--- src/rtl/core/spkt_pkg.sv ---
// ----------------------------------------------------------------------------
// Sorted pair key table package
// Shared types, codes and constants for the sorted pair key table.
// ----------------------------------------------------------------------------
package spkt_pkg;

	localparam int unsigned DEPTH_DEF = 256;
	localparam int unsigned KEY_W     = 64;
	localparam int unsigned IDX_W     = 8;
	localparam int unsigned TOTAL_W   = 9;
	localparam int unsigned STATUS_W  = 3;

	typedef enum logic [1:0] {
		OP_LOOKUP = 2'd0,
		OP_INSERT = 2'd1,
		OP_DELETE = 2'd2,
		OP_CLEAR  = 2'd3
	} op_t;

	typedef enum logic [STATUS_W-1:0] {
		STAT_FOUND    = 3'd0,
		STAT_INSERTED = 3'd1,
		STAT_MISSING  = 3'd2,
		STAT_FULL     = 3'd3,
		STAT_BADIDX   = 3'd4
	} status_t;

	typedef enum logic [2:0] {
		S_IDLE,
		S_START,
		S_SRCH_RD,
		S_SRCH_CMP,
		S_INS_MOVE,
		S_INS_PUT,
		S_DEL_MOVE,
		S_RESP
	} state_t;

	typedef struct packed {
		op_t              operation;
		logic [KEY_W-1:0] source_key;
		logic [KEY_W-1:0] target_key;
		logic [IDX_W-1:0] entry_index;
	} in_item_t;

	typedef struct packed {
		logic [STATUS_W-1:0] status;
		logic [IDX_W-1:0]    result_index;
		logic [TOTAL_W-1:0]  entry_total;
	} out_item_t;

	// Target key is the major half, so the packed vector orders as the pair.
	typedef struct packed {
		logic [KEY_W-1:0] target_key;
		logic [KEY_W-1:0] source_key;
	} entry_t;

	typedef struct packed {
		logic    accept;
		logic    srch_issue;
		logic    srch_update;
		logic    mv_start;
		logic    mv_step;
		logic    put_key;
		logic    del_commit;
		logic    clr;
		logic    resp_load;
		status_t status;
	} dp_cmd_t;

	typedef struct packed {
		op_t  op;
		logic lo_lt_hi;
		logic hit;
		logic full;
		logic bad_idx;
		logic mv_done;
		logic out_free;
	} dp_stat_t;

endpackage

--- src/rtl/core/spkt_ctl.sv ---
// ----------------------------------------------------------------------------
// Sorted pair key table controller
// Sequences the search, shift, commit and response steps of one operation.
// ----------------------------------------------------------------------------
module spkt_ctl (
	input  logic              clk,
	input  logic              arst_n,
	input  logic              in_valid,
	output logic              in_ready,
	input  spkt_pkg::dp_stat_t stat,
	output spkt_pkg::dp_cmd_t  cmd
);
	import spkt_pkg::*;

	state_t  state_q, state_d;
	status_t stat_q, stat_d;

	always_ff @(posedge clk or negedge arst_n) begin
		if (!arst_n) begin
			state_q <= S_IDLE;
			stat_q  <= STAT_FOUND;
		end else begin
			state_q <= state_d;
			stat_q  <= stat_d;
		end
	end

	always_comb begin
		state_d = state_q;
		unique case (state_q)
			S_IDLE: begin
				if (in_valid) state_d = S_START;
			end
			S_START: begin
				unique case (stat.op)
					OP_LOOKUP, OP_INSERT: state_d = S_SRCH_RD;
					OP_DELETE: state_d = stat.bad_idx ? S_RESP : S_DEL_MOVE;
					OP_CLEAR: state_d = S_RESP;
				endcase
			end
			S_SRCH_RD: begin
				priority if (stat.lo_lt_hi) state_d = S_SRCH_CMP;
				else if (stat.hit || stat.op == OP_LOOKUP || stat.full) state_d = S_RESP;
				else state_d = S_INS_MOVE;
			end
			S_SRCH_CMP: state_d = S_SRCH_RD;
			S_INS_MOVE: begin
				if (stat.mv_done) state_d = S_INS_PUT;
			end
			S_INS_PUT: state_d = S_RESP;
			S_DEL_MOVE: begin
				if (stat.mv_done) state_d = S_RESP;
			end
			S_RESP: begin
				if (stat.out_free) state_d = S_IDLE;
			end
			default: state_d = S_IDLE;
		endcase
	end

	always_comb begin
		in_ready = 1'b0;
		cmd      = '0;
		stat_d   = stat_q;
		unique case (state_q)
			S_IDLE: begin
				in_ready   = 1'b1;
				cmd.accept = in_valid;
			end
			S_START: begin
				unique case (stat.op)
					OP_LOOKUP, OP_INSERT: ;
					OP_DELETE: begin
						if (stat.bad_idx) stat_d = STAT_BADIDX;
						else cmd.mv_start = 1'b1;
					end
					OP_CLEAR: begin
						cmd.clr = 1'b1;
						stat_d  = STAT_FOUND;
					end
				endcase
			end
			S_SRCH_RD: begin
				priority if (stat.lo_lt_hi) cmd.srch_issue = 1'b1;
				else if (stat.hit) stat_d = STAT_FOUND;
				else if (stat.op == OP_LOOKUP) stat_d = STAT_MISSING;
				else if (stat.full) stat_d = STAT_FULL;
				else cmd.mv_start = 1'b1;
			end
			S_SRCH_CMP: cmd.srch_update = 1'b1;
			S_INS_MOVE: cmd.mv_step = !stat.mv_done;
			S_INS_PUT: begin
				cmd.put_key = 1'b1;
				stat_d      = STAT_INSERTED;
			end
			S_DEL_MOVE: begin
				if (stat.mv_done) begin
					cmd.del_commit = 1'b1;
					stat_d         = STAT_FOUND;
				end else begin
					cmd.mv_step = 1'b1;
				end
			end
			S_RESP: cmd.resp_load = stat.out_free;
			default: ;
		endcase
		cmd.status = stat_q;
	end

endmodule

--- config.mk ---
export PLATFORM = sky130hd
export DESIGN_NAME = spkt_ctl
export DESIGN_NICKNAME = d
export VERILOG_FILES = /design/src/rtl/core/spkt_pkg.sv /design/src/rtl/core/spkt_ctl.sv
export SDC_FILE = /design/constraint.sdc
export NUM_CORES = 1
export LEC_CHECK = 0
export ABC_AREA = 1
export BUFFER_PORTS_ARGS = -buffer_cell sky130_fd_sc_hd__buf_4
export CELL_PAD_IN_SITES_DETAIL_PLACEMENT = 1
export CELL_PAD_IN_SITES_GLOBAL_PLACEMENT = 2
export CORE_ASPECT_RATIO = 1.5
export CORE_UTILIZATION = 22
export CTS_BUF_LIST = sky130_fd_sc_hd__clkbuf_16
export CTS_CLUSTER_DIAMETER = 30
export DETAILED_ROUTE_END_ITERATION = 6
export PLACE_DENSITY_LB_ADDON = 0.25
export SLEW_MARGIN = 10
export SYNTH_ARGS = -nofsm -noshare
export SYNTH_HDL_FRONTEND = slang
export SYNTH_SLANG_ARGS = --single-unit
--- constraint.sdc ---
create_clock -name clk -period 1.4 [get_ports clk]
set_input_delay 0.28 -clock clk [delete_from_list [all_inputs] [get_ports clk]]
set_output_delay 0.28 -clock clk [all_outputs]
set_load 0.01 [all_outputs]
* After elaboration in Yosys (flattened, before gate mapping) *
Index checks and enable logic that the tools add are counted.

storage, ports and cells
  output and inout bits = 13
  register bits = 6

cells by class
  equal/unequal tests = 18
  multiplexer cells = 37
  reduce and logical (&&, ||, !) cells = 9

operators with widths
  cell                                                                   number
  3-bit 2-to-1 mux                                                       11
  3-bit one-hot mux with 8 select lines                                  1
  1-bit 2-to-1 mux                                                       19
  3-bit equality test, second input constant                             4
  3-bit one-hot mux with 4 select lines                                  1
  2-bit != test, second input constant                                   5
  3-bit one-hot mux with 3 select lines                                  1
  3-bit by 2-bit equality test with 1-bit output, second input constant  2
  3-bit != test, second input constant                                   2
  3-bit one-hot mux with 2 select lines                                  1
  6-bit AND reduction                                                    1
  2-bit equality test, second input constant                             2
  4-bit != test, second input constant                                   1
  1-bit one-hot mux with 2 select lines                                  2
  4-bit AND reduction                                                    1
  4-bit nonzero test                                                     1
  3-bit by 1-bit equality test with 1-bit output, second input constant  1
  3-bit logical NOT                                                      1
  2-bit by 1-bit equality test with 1-bit output, second input constant  1
  2-bit logical NOT                                                      1
  1-bit logical OR                                                       2
  2-bit 2-to-1 mux                                                       1
  2-bit OR reduction                                                     1
  1-bit logical NOT                                                      1

* Logic depth before layout (Yosys ltp) *
  depth after elaboration = 6
  gate-level depth with buffers = 8
  gate-level depth less buffers = 8

* Worst setup path before layout *
No wires, ideal clock.

  path kind = register to output
  start point = register state_q[1]
  end point = output port cmd[11] in the netlist's numbering
  stages on the path, launching flop included = 5
  arrival = 0.974 ns
  setup slack = 0.146 ns
  path through = dfrtp_1 buf_4 nor2_1 inv_2 nor3_1

RTL lines
  item                    line            source
  from (decl)             spkt_ctl.sv:15  state_t state_q, state_d;
  from (signal assigned)  spkt_ctl.sv:23  state_q <= state_d;
  to (decl)               spkt_ctl.sv:11  output spkt_pkg::dp_cmd_t cmd

==> impl_metrics.json <==
{
  "core_area_um2": 2477,
  "drt_wl_total_mm": 2.291,
  "portion_of_total_power_attributed_to_combinational_logic": 0.669,
  "synth.largest_area_cell": "dfrtp_1",
  "port_buffers": 23,
  "die_w_um": 43.81,
  "synthesis.yosys.warnings": 0,
  "drc_errors": 1,
  "fp.dieArea_um2": 2835,
  "antenna_cells_inserted": 0,
  "max_slew_margin": 0.8594,
  "placedCellCount": 143,
  "antenna_found_initial": 0,
  "crit_path_end_kind": "primary output",
  "io_pins": 24,
  "period_share": 1.072,
  "cts_tree": "done",
  "detail-route-antenna-nets": 0,
  "cts_buffers": 3,
  "post-route-min-period_ns": 1.501,
  "globalRouteOverflowTotal": 0,
  "clockRootBuffer": "clkbuf_16",
  "gpl_wtd_cong": 0.8056,
  "synth-seq-cells": 6,
  "outcome": "finished, violations left",
  "final_layout_size_suffix_gt1_frac": 0.4855,
  "cts.reportedPaths.clkPinSlew_ns": 0.03,
  "cts_htree_levels": 1,
  "global_route.usage.total": 0.1698,
  "final_net_count": 151,
  "layout_commonest_cell": "buf_4",
  "failed_checks": "design-rule violations, negative setup slack",
  "instances_no_fill": 162,
  "post_synth_num_cell_types": 17,
  "tightestPinTransition_ns": 0.2102,
  "power_report.internal_total_w": 0.001418,
  "yosysSeqAreaShare": 0.2603,
  "ys_top_cells_by_area": "dfrtp_1 26%, nand2_1 18%, nor2_1 10%, nand3_1 8.7%, inv_1 8.5%",
  "critPathKind": "flop to primary output",
  "finalWorstSetupSlack_ns": -0.1005,
  "start_util": 0.2328,
  "worst_ep_arrival_time_ns": 1.22,
  "synth.cell_area_um2": 576.8,
  "total_switching_power_w": 0.001143,
  "rows": 22,
  "required_ns": 1.12,
  "number_of_cells_produced_by_synthesis": 97,
  "grt_max_degree": 8,
  "setup_viol": 12,
  "number_of_pins_with_negative_max_slew_slack_in_the_final_report": 0,
  "layout-area-overhead-vs-synth_pct": 85.90,
  "grt_setup_unrepaired": "true",
  "filler_cell_count": 317,
  "floorplan.die.height_um": 64.71,
  "drt-vias-per-instance": 4.840,
  "fin_skew_ns": 0.001450,
  "hpwlAfterDp_mm": 1.534,
  "initial_drc_count": 5,
  "hold_viol": 0,
  "p_sw_frac": 0.4463,
  "yosys.area.top_type_share": 0.2603,
  "maximum_clock_rate_mhz": 666.4,
  "worstSetupStartpointType": "flop",
  "drtPass1Iterations": 6,
  "drv_cap": 0,
  "grt_first_pass_wirelength_mm": 3.608,
  "clock_latency_of_the_later_clocked_register_in_the_worst_skew_pair_ns": 0.22,
  "clock_power_share": 0.179,
  "most_frequent_cells_in_the_layout": "36 x buf_4, 24 x nand2_1, 13 x inv_1, 13 x nor2_1, 10 x nand3_1",
  "type_of_the_most_critical_hold_path": "input pin to flop",
  "timing.critical_path.fanout_max": 7,
  "vdd.ir_drop.worst_mv": 0.6569,
  "cellPowerDensity_nw_per_um2": 2389,
  "syn_nets": 108,
  "cts_buffer_depth": 2,
  "vias_in_the_first_global_route": 811,
  "clkSinkCount": 6,
  "total_leakage_power_nw": 0.5908,
  "detail_route.wl_per_cell_um": 14.14,
  "syn_avg_cell_area_um2": 5.946,
  "seq_power_share": 0.152,
  "dp_worst_setup_slack_ns": 0.05497,
  "dr_total_vias": 784
}
[through the flow]
stage | hold WS [ns] | utilization | TNS [ns] | total power [W] | cell area [um2]
4_1_cts | 0.3509 | 0.3944 | -0.4567 | 0.002307 | 977.2
6_report | 0.3492 | 0.4328 | -0.7222 | 0.002561 | 1072
3_5_place_dp | 0.09585 | 0.3116 | 0 | 0.001481 | 772.0
2_1_floorplan | -0.01559 | - | 0 | 0.001123 | 576.8
5_1_grt | 0.3770 | 0.4328 | -1.381 | 0.002756 | 1072
3_3_place_gp | 0.09349 | 0.3116 | 0 | 0.001479 | 772.0
[worst paths after layout]
check | start | to | slack [ns] | cells past startpoint
setup / recovery | state_q[1]$_DFFE_PN0P_ | cmd[10] | -0.10 | 4
hold / removal | stat[4] | stat_q[1]$_DFFE_PN0P_ | 0.35 | 4
setup reg to reg | state_q[1]$_DFFE_PN0P_ | stat_q[0]$_DFFE_PN0P_ | -0.07 | 8
hold reg to reg | stat_q[1]$_DFFE_PN0P_ | stat_q[1]$_DFFE_PN0P_ | 0.47 | 2
max in group asynchronous | arst_n | state_q[2]$_DFFE_PN0P_ | 0.86 | 2
min in group asynchronous | arst_n | state_q[1]$_DFFE_PN0P_ | 0.41 | 2
[cell families after synthesis]
| group | Yosys count | share of synthesized area |
|---|---|---|
| flops | 6 | 0.2603 |
| simple gates | 69 | 0.5684 |
| buf+inv | 18 | 0.1345 |
| compound gates | 4 | 0.03688 |
[cell usage after synthesis]
library cell	instances
buf_4	2
a21oi_1	1
o21ai_0	2
nor2_2	3
nand2_2	1
inv_2	2
nand3_1	10
nor3_1	4
nand4_1	3
inv_1	13
nor2_4	2
nand2_1	27
dfrtp_1	6
nand3_2	3
o22ai_1	1
inv_4	1
nor2_1	16
[power by group through the flow]
stage	clock, W	combinational, W	sequential [W]
finish	0.000458	0.00171	0.000390
global route	0.000481	0.00187	0.000405
CTS	0.000467	0.00147	0.000369
detailed placement	0	0.00111	0.000369
global placement	0	0.00112	0.000360
floorplan	0	0.000807	0.000316
[sequential cells by signal (all words and copies together), names as in the netlist]
signal and count:
stat_q 3, state_q 3
[area by class of cell]
class | count | area (um2) | area share
multi-input cells | 73 | 420.4 | 0.3921
repair buffers | 40 | 322.8 | 0.3011
flip-flops and latches | 6 | 153.9 | 0.1435
clock buffers | 3 | 75.07 | 0.07001
inverters | 16 | 70.07 | 0.06534
well taps | 24 | 30.03 | 0.02800
[metal layers]
layer / up-vias / part of all wire / global-route usage
li1: 385 / - / -
met2: 23 / 0.57 / 0.3004
met1: 366 / 0.36 / 0.1786
met3: 10 / 0.028 / 0.02507
met5: - / 0 / 0
met4: 0 / 0.046 / 0.1094
[what timing repair did]
| item | in CTS | in global routing |
|---|---|---|
| hold buffers | 1 | 0 |
| endpoints found under the setup margin | 10 | 14 |
| gates resized for setup | 11 | 13 |
| setup buffers | 10 | 5 |
| pin swaps | 5 | 3 |
| hold endpoints to repair | 6 | 0 |
[critical path, stage by stage (launching register included)]
cell     delay [ns]
dfrtp_2        0.47
buf_4          0.16
nand4_1        0.16
inv_1          0.09
buf_4          0.11
No activity file was read; power rests on OpenSTA's default activity.
